===== src/rtl/core/pfba_pkg.sv =====
`default_nettype none
package pfba_pkg;

  localparam int unsigned MAX_FRAMES   = 8;
  localparam int unsigned OFFSET_BITS  = 32;
  localparam int unsigned STREAK_LIMIT = 3;

  localparam logic [31:0] OUT_MASK = (OFFSET_BITS >= 32) ? 32'hFFFF_FFFF :
                                     32'((64'd1 << OFFSET_BITS) - 64'd1);

  localparam int unsigned IN_DATA_W  = 40;
  localparam int unsigned OUT_DATA_W = 152;

  typedef enum logic [1:0] {
    ST_PLACED   = 2'd0,
    ST_FALLBACK = 2'd1,
    ST_REJECTED = 2'd2,
    ST_FRAME    = 2'd3
  } status_t;

  typedef enum logic [1:0] {
    CFG_POOL_ENABLED = 2'd0,
    CFG_BUFFER_BYTES = 2'd1,
    CFG_FRAME_COUNT  = 2'd2
  } cfg_idx_t;

  typedef struct packed {
    logic        req_type;
    logic [31:0] req_bytes;
    logic [4:0]  align_log2;
  } req_t;

  typedef struct packed {
    status_t     status;
    logic [31:0] offset;
    logic [32:0] fallback_bytes;
    logic [2:0]  slot;
    logic [31:0] used_after;
    logic [31:0] fb_count;
    logic [15:0] fallback_streak;
    logic        degrade_warning;
  } res_t;

  // Remainder of a small slot number by the slot count; the value never
  // exceeds eight, so eight conditional subtractions always suffice.
  function automatic logic [3:0] slot_mod(input logic [3:0] v, input logic [3:0] n);
    logic [3:0] r;
    r = v;
    for (int i = 0; i < 8; i++) begin
      if (r >= n) begin
        r = r - n;
      end
    end
    return r;
  endfunction

endpackage
`default_nettype wire


===== src/rtl/core/pfba_in_reg.sv =====
`default_nettype none
module pfba_in_reg
  import pfba_pkg::*;
(
  input  wire logic                 clk,
  input  wire logic                 rst_n,
  input  wire logic                 in_tvalid,
  output logic                      in_tready,
  input  wire logic [IN_DATA_W-1:0] in_tdata,
  input  wire logic                 in_tuser,
  input  wire logic                 advance,
  output logic                      vld,
  output req_t                      req
);

  logic vld_r;
  logic vld_nxt;
  req_t req_r;

  assign in_tready = !vld_r || advance;

  always_comb begin
    vld_nxt = vld_r;
    if (in_tvalid && in_tready) begin
      vld_nxt = 1'b1;
    end else if (advance) begin
      vld_nxt = 1'b0;
    end
  end

  always_ff @(posedge clk) begin
    if (!rst_n) begin
      vld_r <= 1'b0;
    end else begin
      vld_r <= vld_nxt;
    end
  end

  always_ff @(posedge clk) begin
    if (in_tvalid && in_tready) begin
      req_r.req_type   <= in_tuser;
      req_r.req_bytes  <= in_tdata[31:0];
      req_r.align_log2 <= in_tdata[36:32];
    end
  end

  assign vld = vld_r;
  assign req = req_r;

endmodule
`default_nettype wire


===== src/rtl/core/pfba_core.sv =====
`default_nettype none
module pfba_core
  import pfba_pkg::*;
(
  input  wire logic        clk,
  input  wire logic        rst_n,
  input  wire logic        cfg_we,
  input  wire logic [1:0]  cfg_addr,
  input  wire logic [31:0] cfg_wdata,
  input  wire logic        fire,
  input  req_t             req,
  output res_t             res
);

  logic        pool_en_r;
  logic [31:0] buf_bytes_r;
  logic [3:0]  frame_cnt_r;

  logic [31:0] fill_r,     fill_nxt;
  logic [2:0]  slot_r,     slot_nxt;
  logic [31:0] total_r,    total_nxt;
  logic [15:0] frame_fb_r, frame_fb_nxt;
  logic [15:0] streak_r,   streak_nxt;
  logic        warned_r,   warned_nxt;

  logic [3:0]  slots_used;
  logic [32:0] align_m1;
  logic [32:0] aligned;
  logic [33:0] end_pos;
  logic [32:0] fb_size;
  logic        fits;

  always_ff @(posedge clk) begin
    if (!rst_n) begin
      pool_en_r   <= 1'b0;
      buf_bytes_r <= 32'd1048576;
      frame_cnt_r <= 4'd3;
    end else if (cfg_we) begin
      unique case (cfg_idx_t'(cfg_addr))
        CFG_POOL_ENABLED: pool_en_r   <= cfg_wdata[0];
        CFG_BUFFER_BYTES: buf_bytes_r <= cfg_wdata;
        CFG_FRAME_COUNT:  frame_cnt_r <= cfg_wdata[3:0];
        default: begin
        end
      endcase
    end
  end

  always_comb begin
    if (frame_cnt_r == 4'd0) begin
      slots_used = 4'd1;
    end else if (frame_cnt_r > 4'(MAX_FRAMES)) begin
      slots_used = 4'(MAX_FRAMES);
    end else begin
      slots_used = frame_cnt_r;
    end
  end

  assign align_m1 = (33'd1 << req.align_log2) - 33'd1;
  assign aligned  = ({1'b0, fill_r} + align_m1) & ~align_m1;
  assign end_pos  = {1'b0, aligned} + {2'b00, req.req_bytes};
  assign fits     = end_pos <= {2'b00, buf_bytes_r};
  assign fb_size  = ({1'b0, req.req_bytes} + align_m1) & ~align_m1;

  always_comb begin
    fill_nxt     = fill_r;
    slot_nxt     = slot_r;
    total_nxt    = total_r;
    frame_fb_nxt = frame_fb_r;
    streak_nxt   = streak_r;
    warned_nxt   = warned_r;

    res.status          = ST_REJECTED;
    res.offset          = 32'd0;
    res.fallback_bytes  = 33'd0;
    res.degrade_warning = 1'b0;

    priority if (!pool_en_r) begin
      res.status = ST_REJECTED;
    end else if (req.req_type) begin
      slot_nxt = 3'(slot_mod(4'({1'b0, slot_r} + 4'd1), slots_used));
      fill_nxt = 32'd0;
      if (frame_fb_r != 16'd0) begin
        if (streak_r != 16'hFFFF) begin
          streak_nxt = streak_r + 16'd1;
        end
        if (streak_nxt >= 16'(STREAK_LIMIT) && !warned_r) begin
          warned_nxt          = 1'b1;
          res.degrade_warning = 1'b1;
        end
      end else begin
        streak_nxt = 16'd0;
        warned_nxt = 1'b0;
      end
      frame_fb_nxt = 16'd0;
      res.status   = ST_FRAME;
    end else if (req.req_bytes == 32'd0) begin
      res.status = ST_REJECTED;
    end else if (fits) begin
      res.offset = aligned[31:0] & OUT_MASK;
      fill_nxt   = end_pos[31:0];
      res.status = ST_PLACED;
    end else begin
      res.fallback_bytes = fb_size;
      if (total_r != 32'hFFFF_FFFF) begin
        total_nxt = total_r + 32'd1;
      end
      if (frame_fb_r != 16'hFFFF) begin
        frame_fb_nxt = frame_fb_r + 16'd1;
      end
      res.status = ST_FALLBACK;
    end

    res.slot            = slot_nxt;
    res.used_after      = fill_nxt & OUT_MASK;
    res.fb_count        = total_nxt;
    res.fallback_streak = streak_nxt;
  end

  always_ff @(posedge clk) begin
    if (!rst_n) begin
      fill_r     <= 32'd0;
      slot_r     <= 3'd0;
      total_r    <= 32'd0;
      frame_fb_r <= 16'd0;
      streak_r   <= 16'd0;
      warned_r   <= 1'b0;
    end else if (fire) begin
      fill_r     <= fill_nxt;
      slot_r     <= slot_nxt;
      total_r    <= total_nxt;
      frame_fb_r <= frame_fb_nxt;
      streak_r   <= streak_nxt;
      warned_r   <= warned_nxt;
    end
  end

endmodule
`default_nettype wire


===== src/rtl/core/pfba_out_reg.sv =====
`default_nettype none
module pfba_out_reg
  import pfba_pkg::*;
(
  input  wire logic                  clk,
  input  wire logic                  rst_n,
  input  wire logic                  load,
  input  res_t                       res,
  output logic                       free,
  output logic                       out_tvalid,
  input  wire logic                  out_tready,
  output logic [OUT_DATA_W-1:0]      out_tdata,
  output logic [1:0]                 out_tuser
);

  logic vld_r;
  logic vld_nxt;
  res_t res_r;

  assign free = !vld_r || out_tready;

  always_comb begin
    vld_nxt = vld_r;
    if (load) begin
      vld_nxt = 1'b1;
    end else if (out_tready) begin
      vld_nxt = 1'b0;
    end
  end

  always_ff @(posedge clk) begin
    if (!rst_n) begin
      vld_r <= 1'b0;
    end else begin
      vld_r <= vld_nxt;
    end
  end

  always_ff @(posedge clk) begin
    if (load) begin
      res_r <= res;
    end
  end

  assign out_tvalid = vld_r;
  assign out_tuser  = res_r.status;
  assign out_tdata  = {3'b000,
                       res_r.degrade_warning,
                       res_r.fallback_streak,
                       res_r.fb_count,
                       res_r.used_after,
                       res_r.slot,
                       res_r.fallback_bytes,
                       res_r.offset};

endmodule
`default_nettype wire


===== src/rtl/core/per_frame_bump_allocator.sv =====
`default_nettype none
// Linear bump allocator over a ring of frame slots. Each request either
// allocates bytes at an aligned offset in the current slot (or reports that a
// fallback of the aligned size is needed), or begins a new frame, which moves
// to the next slot and clears its fill level. With the pool disabled every
// request is rejected, as is an allocation of zero bytes. One request is taken
// per cycle unless the result side stalls; each goes through the input
// register, the allocation arithmetic and counter updates, then the result
// register; result back-pressure stalls the input only once both are full.
module per_frame_bump_allocator
  import pfba_pkg::*;
(
  input  wire logic                  clk,
  input  wire logic                  rst_n,
  input  wire logic                  cfg_we,
  input  wire logic [1:0]            cfg_addr,
  input  wire logic [31:0]           cfg_wdata,
  input  wire logic                  in_tvalid,
  output logic                       in_tready,
  // req_bytes[31:0], align_log2[36:32], zero padding above
  input  wire logic [IN_DATA_W-1:0]  in_tdata,
  // req_type
  input  wire logic                  in_tuser,
  output logic                       out_tvalid,
  input  wire logic                  out_tready,
  // offset[31:0], fallback_bytes[64:32], slot[67:65], used_after[99:68],
  // total fallback count[131:100], fallback_streak[147:132],
  // degrade_warning[148], zero padding above
  output logic [OUT_DATA_W-1:0]      out_tdata,
  // status
  output logic [1:0]                 out_tuser
);

  logic  in_vld;
  logic  out_free;
  logic  fire;
  req_t  req;
  res_t  res;

  assign fire = in_vld && out_free;

  pfba_in_reg u_in_reg (
    .clk       (clk),
    .rst_n     (rst_n),
    .in_tvalid (in_tvalid),
    .in_tready (in_tready),
    .in_tdata  (in_tdata),
    .in_tuser  (in_tuser),
    .advance   (fire),
    .vld       (in_vld),
    .req       (req)
  );

  pfba_core u_core (
    .clk       (clk),
    .rst_n     (rst_n),
    .cfg_we    (cfg_we),
    .cfg_addr  (cfg_addr),
    .cfg_wdata (cfg_wdata),
    .fire      (fire),
    .req       (req),
    .res       (res)
  );

  pfba_out_reg u_out_reg (
    .clk        (clk),
    .rst_n      (rst_n),
    .load       (fire),
    .res        (res),
    .free       (out_free),
    .out_tvalid (out_tvalid),
    .out_tready (out_tready),
    .out_tdata  (out_tdata),
    .out_tuser  (out_tuser)
  );

endmodule
`default_nettype wire

===== config.mk =====
export PLATFORM = sky130hd
export DESIGN_NAME = per_frame_bump_allocator
export DESIGN_NICKNAME = d
export VERILOG_FILES = /design/src/rtl/core/pfba_pkg.sv /design/src/rtl/core/pfba_in_reg.sv /design/src/rtl/core/pfba_core.sv /design/src/rtl/core/pfba_out_reg.sv /design/src/rtl/core/per_frame_bump_allocator.sv
export SDC_FILE = /design/constraint.sdc
export NUM_CORES = 1
export LEC_CHECK = 0
export ABC_AREA = 0
export BUFFER_PORTS_ARGS = -buffer_cell sky130_fd_sc_hd__clkbuf_2
export CORE_MARGIN = 10
export CORE_UTILIZATION = 50
export DETAILED_ROUTE_END_ITERATION = 7
export GPL_TIMING_DRIVEN = 0
export PLACE_DENSITY = 0.67
export SYNTH_ARGS = -nofsm -noshare
export SYNTH_HDL_FRONTEND = slang
export SYNTH_SLANG_ARGS = --single-unit
export TNS_END_PERCENT = 100

===== constraint.sdc =====
create_clock -name clk -period 16.1 [get_ports clk]
set_input_delay 0 -clock clk [delete_from_list [all_inputs] [get_ports clk]]
set_output_delay 0 -clock clk [all_outputs]
set_load 0.01 [all_outputs]

# Word level (Yosys, flattened, before mapping)
# Index checks and enable logic that the tools add are counted.
dict set report word_totals {
  ff_bits 328
  out_inout_bits 156
}
dict set report classes {
  n_addsub 16
  magnitude_cmp 11
  eq_ne 8
  shifts 1
  muxes 56
  bitwise_logic 5
  n_reduce_logical 24
}
# cell n
set op_table {}
lappend op_table {{32-bit 2-to-1 mux} 9}
lappend op_table {{16-bit 2-to-1 mux} 11}
lappend op_table {{4-bit 2-to-1 mux} 23}
lappend op_table {{32-bit by 33-bit adder with 33-bit output} 2}
lappend op_table {{33-bit bitwise AND} 2}
lappend op_table {{33-bit by 32-bit adder with 34-bit output} 1}
lappend op_table {{34-bit by 32-bit less-or-equal comparator with 1-bit output} 1}
lappend op_table {{33-bit inverter} 1}
lappend op_table {{1-bit by 5-bit left shift with 33-bit output, first input constant} 1}
lappend op_table {{33-bit by 1-bit subtractor with 33-bit output, second input constant} 1}
lappend op_table {{16-bit by 1-bit adder with 16-bit output, second input constant} 2}
lappend op_table {{32-bit by 1-bit adder with 32-bit output, second input constant} 1}
lappend op_table {{4-bit >= comparator} 8}
lappend op_table {{32-bit zero test} 1}
lappend op_table {{16-bit inequality test, second input constant} 2}
lappend op_table {{32-bit inequality test, second input constant} 1}
lappend op_table {{4-bit subtractor} 7}
lappend op_table {{16-bit by 2-bit >= comparator with 1-bit output, second input constant} 1}
lappend op_table {{16-bit nonzero test} 1}
lappend op_table {{1-bit 2-to-1 mux} 10}
lappend op_table {{3-bit 2-to-1 mux} 3}
lappend op_table {{4-bit OR reduction} 2}
lappend op_table {{2-bit inequality test, second input constant} 3}
lappend op_table {{2-bit AND reduction} 3}
lappend op_table {{other kinds (16)} 24}

# Longest topological paths before layout
# Gate-level depths: netlist of the first run.
dict set report logic_depth {
  ltp_word 35
  ltp_mapped 63
  depth_no_buf 61
}

# Hierarchy
# Synthesis of the first run repeated with hierarchy kept, for this count alone.
dict set report hier_totals {
  hier_cells 2303
  area_unflattened_um2 21239.1
}
# mod n_inst cells_per_inst area_per_inst_um2 seq_area_each_um2
set by_module_without_submodules {}
lappend by_module_without_submodules {pfba_core 1 2100 15424.8 2742.6}
lappend by_module_without_submodules {pfba_out_reg 1 159 4609.4 4554.4}
lappend by_module_without_submodules {pfba_in_reg 1 43 1198.6 1161.1}
lappend by_module_without_submodules {per_frame_bump_allocator 1 1 6.3 0.0}

# Least setup slack after synthesis of the first run
# No wires, ideal clock.
dict set report synth_timing {
  path_kind {reg2reg}
  startpoint {reg u_core.frame_cnt_r[3]}
  endpoint {reg u_out_reg.res_r, in the netlist u_out_reg.out_tdata[66] (data pin)}
  arrival_ns 11.890
  required_time_ns 15.830
  path_slack_ns 3.941
  path_stages_with_launch 59
  path_buffers 2
  synth_period_minus_slack_ns 12.159
  cell_sequence {dfxtp_1 -> inv_1 -> nand2_1 -> inv_1 -> fa_1 -> a21boi_0 -> o21ai_0 -> a21oi_1 -> mux2_2 -> ha_1 -> a21bo_2 -> a21o_1 -> a21oi_1 -> mux2_2 -> ha_1 -> a21bo_2 -> a21o_1 -> a21oi_1 -> (+23 left out) -> inv_1 -> ha_1 -> fa_1 -> nand2_1 -> a21o_1 -> a21o_1 -> buf_1 -> nand2_1 -> o21ai_0 -> ha_1 -> inv_1 -> fa_1 -> a21o_1 -> a21o_1 -> a21oi_1 -> nand3b_1 -> o211ai_1 -> o21ai_0}
}
# element line
set synth_rtl {}
lappend synth_rtl {{from (decl)} pfba_core.sv:17} ;# logic [3:0] frame_cnt_r;
lappend synth_rtl {{from (signal assigned)} pfba_core.sv:42} ;# CFG_FRAME_COUNT: frame_cnt_r <= cfg_wdata[3:0];
lappend synth_rtl {{to (signal assigned)} pfba_out_reg.sv:41} ;# res_r <= res;
lappend synth_rtl {{to (decl)} pfba_out_reg.sv:18} ;# res_t res_r;

==> impl_metrics.tcl, run 1 <==
set metrics [dict create \
    min_from "cfg_addr[0]" \
    drive_above_1_share_pct 12.7 \
    htree_levels 2 \
    grt_pass1_wl_mm 102 \
    worstSetupPathType "register to register" \
    status "complete, no violations" \
    grt_max_degree 56 \
    synth-main-ff-cell "edfxtp_1" \
    grt_overflow 0 \
    yosysSeqAreaShare_pct 39.9 \
    path_delay_family "compound AO/OA/AOI/OAI gates" \
    antenna_found_initial 0 \
    async_reset_ff_share_pct 0 \
    cts_tree "yes" \
    hold_viol 0 \
    clk_path_buf_depth 3 \
    r2r_slack_ps 1460 \
    numCtsBuffers 37 \
    power.internal_mw 3.65 \
    p_clk_share_pct 12.6 \
    synthCells 2308 \
    avgSynthCellArea_um2 9.19 \
    core_area_um2 41900 \
    final_nets 2917 \
    r2r_end "u_out_reg.out_tdata[66]$_DFFE_PP_" \
    fin_cells 3230 \
    synth.distinct_cells 80 \
    path_clk_slew_ps 60 \
    wire_per_inst_um 20.7 \
    reg2reg_depth 59 \
    cts.sinks 328 \
    p_per_area_nw_per_um2 263 \
    first_pass_iters 5 \
    skew_ps 26.7 \
    final_cell_mix "clkbuf_2, nand2_1, a21oi_1" \
    pwr-share-seq_pct 14.2 \
    wl_met3_mm 3.73 \
    rsz0062_at_grt "false" \
    placed_cells 3082 \
    comb_power_share_pct 73.2 \
    dpl.hpwl_mm 51.8 \
    insertedDiodeCount 0 \
    route.vias.total 19100 \
    cp.buffers_inverters 7 \
    finalPower_mw 6.59 \
    pre_cts_ws_ps 1670 \
    place_congestion 0.955 \
    synth_seq_cells 328 \
    required_ps 16370 \
    crit_arrival_ps 14910 \
    tightest_slew_ps 1220 \
    switchingPower_mw 2.95 \
    cpMostUsedCell "a21o_1" \
    netlist_area_um2 21200 \
    ys_warn_count 0 \
    final_common_cell "clkbuf_2" \
    r2r-start "u_core.frame_cnt_r[3]$_SDFFE_PN0P_" \
    final_util_pct 59.9 \
    io_buffers 228 \
    maxCapViolCount 0 \
    highest_layer "met4" \
    setup_ws_ps 1460 \
    hold_class "input pin to register" \
    holdWs_ps 103 \
    insertion_delay_ps 580 \
    detail_route.iter0.violations 1392 \
    grt_use_total_pct 25.6 \
    wl_met2_mm 32.7 \
    cpMaxStageDelayCell "a21oi_1" \
    die_h_um 226 \
    max_freq_mhz 68.3 \
    drt_wl_total_mm 67.0 \
    num_rows 75 \
    antenna_left 0 \
    post-route-period-util_pct 90.9 \
    slew_headroom_pct 18.7 \
    hold_end "u_core.buf_bytes_r[0]$_SDFFE_PN0P_" \
    synth_edf_count 189 \
    critPathMaxFanout 10 \
    pin_count 236 \
    min_path_cells 5 \
    wl_met1_mm 28.5 \
    vdd_drop_max_mv 3.36 \
    p_leak_nw 10.3 \
    start_util_pct 50.6 \
    grt_pass1_vias 18600 \
    die_x_um 226 \
    swShare_pct 44.7 \
    drv_slew 0 \
    area_growth_syn_to_layout_pct 18.3 \
    cp-end-kind "register" \
    die-area_um2 51100 \
    cp_slowest_stage_delay_ps 560 \
    setup_tns_ps 0 \
    drc 0 \
    period_needed_ps 14640 \
    cts_root_buf "clkbuf_16" \
    postPlaceCellArea_um2 23100 \
    worst-path-stages 59 \
    finalInstanceArea_um2 25100 \
    setup_viol 0 \
    startpoint_type "register" \
    vias_per_cell 5.91 \
]
synthesized netlist by cell type (11+ instances only):
master / n / share of area [%]
nand4_1: 45 / 1.3
fa_1: 11 / 1.0
a31oi_1: 18 / 0.53
ha_1: 164 / 9.7
o21a_1: 13 / 0.46
a21oi_1: 201 / 4.7
nor4_1: 18 / 0.53
a21o_1: 63 / 2.2
a22o_1: 64 / 2.6
nor2_1: 158 / 2.8
and2_1: 24 / 0.71
xor2_1: 72 / 3.0
nor3b_1: 15 / 0.53
nor2b_1: 27 / 0.80
dfxtp_1: 139 / 13
o21ai_0: 122 / 2.9
and3_1: 29 / 0.86
or3_1: 24 / 0.71
mux2i_1: 32 / 1.5
edfxtp_1: 189 / 27
nand3_1: 77 / 1.8
inv_1: 113 / 2.0
nor3_1: 83 / 2.0
nand2b_1: 38 / 1.1
and4_1: 17 / 0.70
clkbuf_1: 68 / 1.2
o31ai_1: 18 / 0.64
xnor2_1: 62 / 2.6
nand2_1: 211 / 3.7
cell families after synthesis:
kind of cell | Yosys count | synth area share (%)
AOI/OAI and AO/OA | 607 | 18.4
xor gates and xnor gates | 134 | 5.53
adders and majority gates | 175 | 10.7
buffers and inverters | 217 | 4.42
DFF | 328 | 39.9
muxes | 41 | 1.99
other | 1 | 0.0177
and+or+nand+nor | 805 | 19.1
how the worst max path moves through the flow:
| stage | startpoint | to | slack, ps |
|---|---|---|---|
| after CTS | u_core.frame_cnt_r[3]$_SDFFE_PN0P_ | u_out_reg.out_tdata[66]$_DFFE_PP_ | 1630 |
| after floorplan | u_core.frame_cnt_r[3]$_SDFFE_PN0P_ | u_out_reg.out_tdata[66]$_DFFE_PP_ | 3940 |
| final | u_core.frame_cnt_r[3]$_SDFFE_PN0P_ | u_out_reg.out_tdata[66]$_DFFE_PP_ | 1460 |
| after global placement | u_core.frame_cnt_r[3]$_SDFFE_PN0P_ | u_out_reg.out_tdata[66]$_DFFE_PP_ | 2140 |
| after global routing | u_core.frame_cnt_r[3]$_SDFFE_PN0P_ | u_out_reg.out_tdata[66]$_DFFE_PP_ | 390 |
| after detailed placement | u_core.frame_cnt_r[3]$_SDFFE_PN0P_ | u_out_reg.out_tdata[66]$_DFFE_PP_ | 1670 |
flip-flops by register name, indices dropped and copies added (netlist names):
signal	flops
u_core.fill_r	32
u_core.slot_r	3
u_core.frame_cnt_r	4
u_in_reg.req	38
u_core.buf_bytes_r	32
u_core.pool_en_r	1
u_core.frame_fb_r	16
u_core.total_r	32
u_out_reg.out_tvalid	1
u_out_reg.out_tuser	2
u_in_reg.vld	1
u_core.streak_r	16
u_out_reg.out_tdata	149
u_core.warned_r	1
worst register-to-register path, delay by kind of cell (launching register included):
family,cells,cell delay (ps)
multiplexers,4,1500
AO/OA/AOI/OAI,26,5840
AND/OR/NAND/NOR,9,1420
flip-flops,1,320
buffers and inverters,7,1710
adder cells (fa/ha/maj),13,3530
power groups by stage:
stage / Combinational, mW / Sequential [mW] / Clock, mW
finish: 4.83 / 0.933 / 0.832
global route: 5.26 / 0.935 / 0.880
CTS: 4.83 / 0.933 / 0.850
detailed placement: 4.79 / 0.950 / 0
global placement: 4.58 / 0.956 / 0
floorplan: 4.05 / 0.958 / 0
cell type report:
cell class | count | area (µm²)
sequential | 328 | 8460
timing repair buffer | 311 | 2020
clock buffer | 44 | 972
multi-input combinational | 1767 | 11800
clock inverter | 24 | 205
buffer | 102 | 509
tap | 539 | 674
inverter | 115 | 432
fill | 3614 | 16800
layer usage:
layer,vias to the layer above,GRT usage [%]
met5,-,0
met4,0,9.52
met3,114,3.46
met2,561,44.1
met1,9192,32.0
li1,9207,-
repair_timing:
action / CTS / global route
hold buffers: 80 / 0
setup buffers: 0 / 0
gates resized for setup: 0 / 0
endpoints found under the hold margin: 84 / 0
No activity file was read; power rests on OpenSTA's default activity.
==> run 2, diff against run 1 <==
--- a/config.mk
+++ b/config.mk
@@ -12,6 +12,7 @@
 export DETAILED_ROUTE_END_ITERATION = 7
 export GPL_TIMING_DRIVEN = 0
 export PLACE_DENSITY = 0.67
+export SKIP_CTS_REPAIR_TIMING = 1
 export SYNTH_ARGS = -nofsm -noshare
 export SYNTH_HDL_FRONTEND = slang
 export SYNTH_SLANG_ARGS = --single-unit
==> constraint.sdc (replaced) <==
create_clock -name clk -period 14.9 [get_ports clk]
set_input_delay 0 -clock clk [delete_from_list [all_inputs] [get_ports clk]]
set_output_delay 0 -clock clk [all_outputs]
set_load 0.01 [all_outputs]
==> run 2 against run 1 <==
- worst setup slack lost 410 ps
- flip-flop and latch count stayed put
- combinational power rose by 6.0%
- first-iteration DRC count up 0.57%
- clock skew grew 2.9 ps
- die area unchanged
- worst hold slack better by 41 ps
==> impl_metrics.tcl, run 2 (same netlist as run 1, synthesis figures left out) <==
set metrics [dict create \
    status "complete, no violations" \
    finalInstanceArea_um2 25100 \
    grt_use_total_pct 25.2 \
    start_util_pct 50.6 \
    largest_register_ffs 149 \
    pin_count 236 \
    antenna_left 0 \
    drive_above_1_share_pct 12.8 \
    critPathMaxFanout 10 \
    num_rows 75 \
    cpMaxStageDelayCell "nor2_1" \
    cpMostUsedCell "a21o_1" \
    cts_root_buf "clkbuf_16" \
    drv_slew 0 \
    r2r-start "u_core.frame_cnt_r[1]$_SDFFE_PN1P_" \
    drc 0 \
    wire_per_inst_um 20.7 \
    p_clk_share_pct 12.8 \
    max_freq_mhz 72.2 \
    area_growth_syn_to_layout_pct 18.3 \
    placed_cells 3082 \
    startpoint_type "register" \
    drt_wl_total_mm 66.8 \
    worstSetupPathType "register to register" \
    min_path_cells 2 \
    postPlaceCellArea_um2 23100 \
    route.vias.total 19100 \
    min_from "in_tdata[1]" \
    hold_viol 0 \
    core_area_um2 41900 \
    place_congestion 0.955 \
    hold_end "u_in_reg.req[6]$_DFFE_PP_" \
    vias_per_cell 5.93 \
    vdd_drop_max_mv 3.48 \
    cts.sinks 328 \
    cp-end-kind "register" \
    reg2reg_depth 59 \
    dpl.hpwl_mm 51.8 \
    crit_arrival_ps 14120 \
    detail_route.iter0.violations 1400 \
    numCtsBuffers 37 \
    cts_tree "yes" \
    first_pass_iters 6 \
    critical_path.startpoint "u_core.frame_cnt_r[1]$_SDFFE_PN1P_" \
    fin_cells 3228 \
    die-area_um2 51100 \
    io_buffers 228 \
    slew_headroom_pct 18.4 \
    grt_max_degree 56 \
    htree_levels 2 \
    grt_overflow 0 \
    insertedDiodeCount 0 \
    period_needed_ps 13850 \
    grt_pass1_vias 18200 \
    post-route-period-util_pct 93.0 \
    maxCapViolCount 0 \
    tightest_slew_ps 1220 \
    r2r_end "u_out_reg.out_tdata[66]$_DFFE_PP_" \
    die_x_um 226 \
    final_nets 2915 \
    swShare_pct 44.6 \
    final_common_cell "clkbuf_2" \
    skew_ps 29.6 \
    cp_slowest_stage_delay_ps 580 \
    required_ps 15170 \
    path_clk_slew_ps 60 \
    pwr-share-seq_pct 14.4 \
    antenna_found_initial 0 \
    hold_class "input pin to register" \
    switchingPower_mw 3.13 \
    p_leak_nw 10.3 \
    insertion_delay_ps 580 \
    power.internal_mw 3.89 \
    final_cell_mix "clkbuf_2, nand2_1, a21oi_1" \
    die_h_um 226 \
    clk_path_buf_depth 3 \
    comb_power_share_pct 72.8 \
    setup_viol 0 \
    r2r_slack_ps 1050 \
    p_per_area_nw_per_um2 280 \
    grt_pass1_wl_mm 101 \
]
-- run 2: changes by cell type in the layout (fill, tap and decap cells not counted) --
cell | previous run | this run
a21oi_1 | 201 | 199
a21oi_2 | 2 | 4
dlygate4sd3_1 | 80 | 78
clkinvlp_4 | 0 | 1
inv_1 | 113 | 112
nand2_1 | 211 | 210
nand2_2 | 1 | 2
-- run 2: worst max-delay path by stage --
stage	to	slack, ps	cells past startpoint
5_1_grt	u_out_reg.out_tdata[66]$_DFFE_PP_	-5	58
3_3_place_gp	u_out_reg.out_tdata[66]$_DFFE_PP_	940	58
6_report	u_out_reg.out_tdata[66]$_DFFE_PP_	1050	59
4_1_cts	u_out_reg.out_tdata[66]$_DFFE_PP_	430	58
3_5_place_dp	u_out_reg.out_tdata[66]$_DFFE_PP_	470	58
2_1_floorplan	u_out_reg.out_tdata[66]$_DFFE_PP_	2740	58
-- run 2: metal layers --
layer  GRT usage, %  vias to the layer above  part of all wire [%]
met4           9.41                        0                   3.0
met5              0                        -                     0
met2           43.3                      618                    49
li1               -                     9215                     -
met1           31.3                     9188                    42
met3           3.81                      111                   5.8
-- run 2: stage by stage --
step	TNS (ps)	hold WS, ps	util [%]	worst slack [ps]	total power [mW]
CTS	0	-420	57.9	427	7.04
finish	0	144	59.8	1050	7.03
floorplan	0	98.9	-	2740	5.37
global route	-4.83	142	59.8	-4.83	7.54
global placement	0	178	54.9	936	5.94
detailed placement	0	179	55.1	466	6.12
-- run 2: power groups by stage --
stage / Sequential, mW / Clock [mW] / Combinational [mW]
2_1_floorplan: 1.04 / 0 / 4.34
5_1_grt: 1.01 / 0.950 / 5.58
6_report: 1.01 / 0.901 / 5.12
3_5_place_dp: 1.03 / 0 / 5.10
4_1_cts: 1.01 / 0.918 / 5.12
3_3_place_gp: 1.03 / 0 / 4.90
-- run 2: final cells by class --
class	count	area, µm²
fillers	3620	16800
multi-input cells	1767	11800
flip-flops and latches	328	8460
repair buffers	309	2000
clock buffers	44	972
well taps	539	674
plain buffers	102	509
inverters	115	435
clock inverters	24	205
-- run 2: worst max-delay path, delay by kind of cell (launching register included) --
kind	cells	cell delay [ps]
compound gates	27	5740
fa+ha+maj	13	3680
simple gates	11	1640
mux	3	1160
flops	1	330
buf+inv	5	950
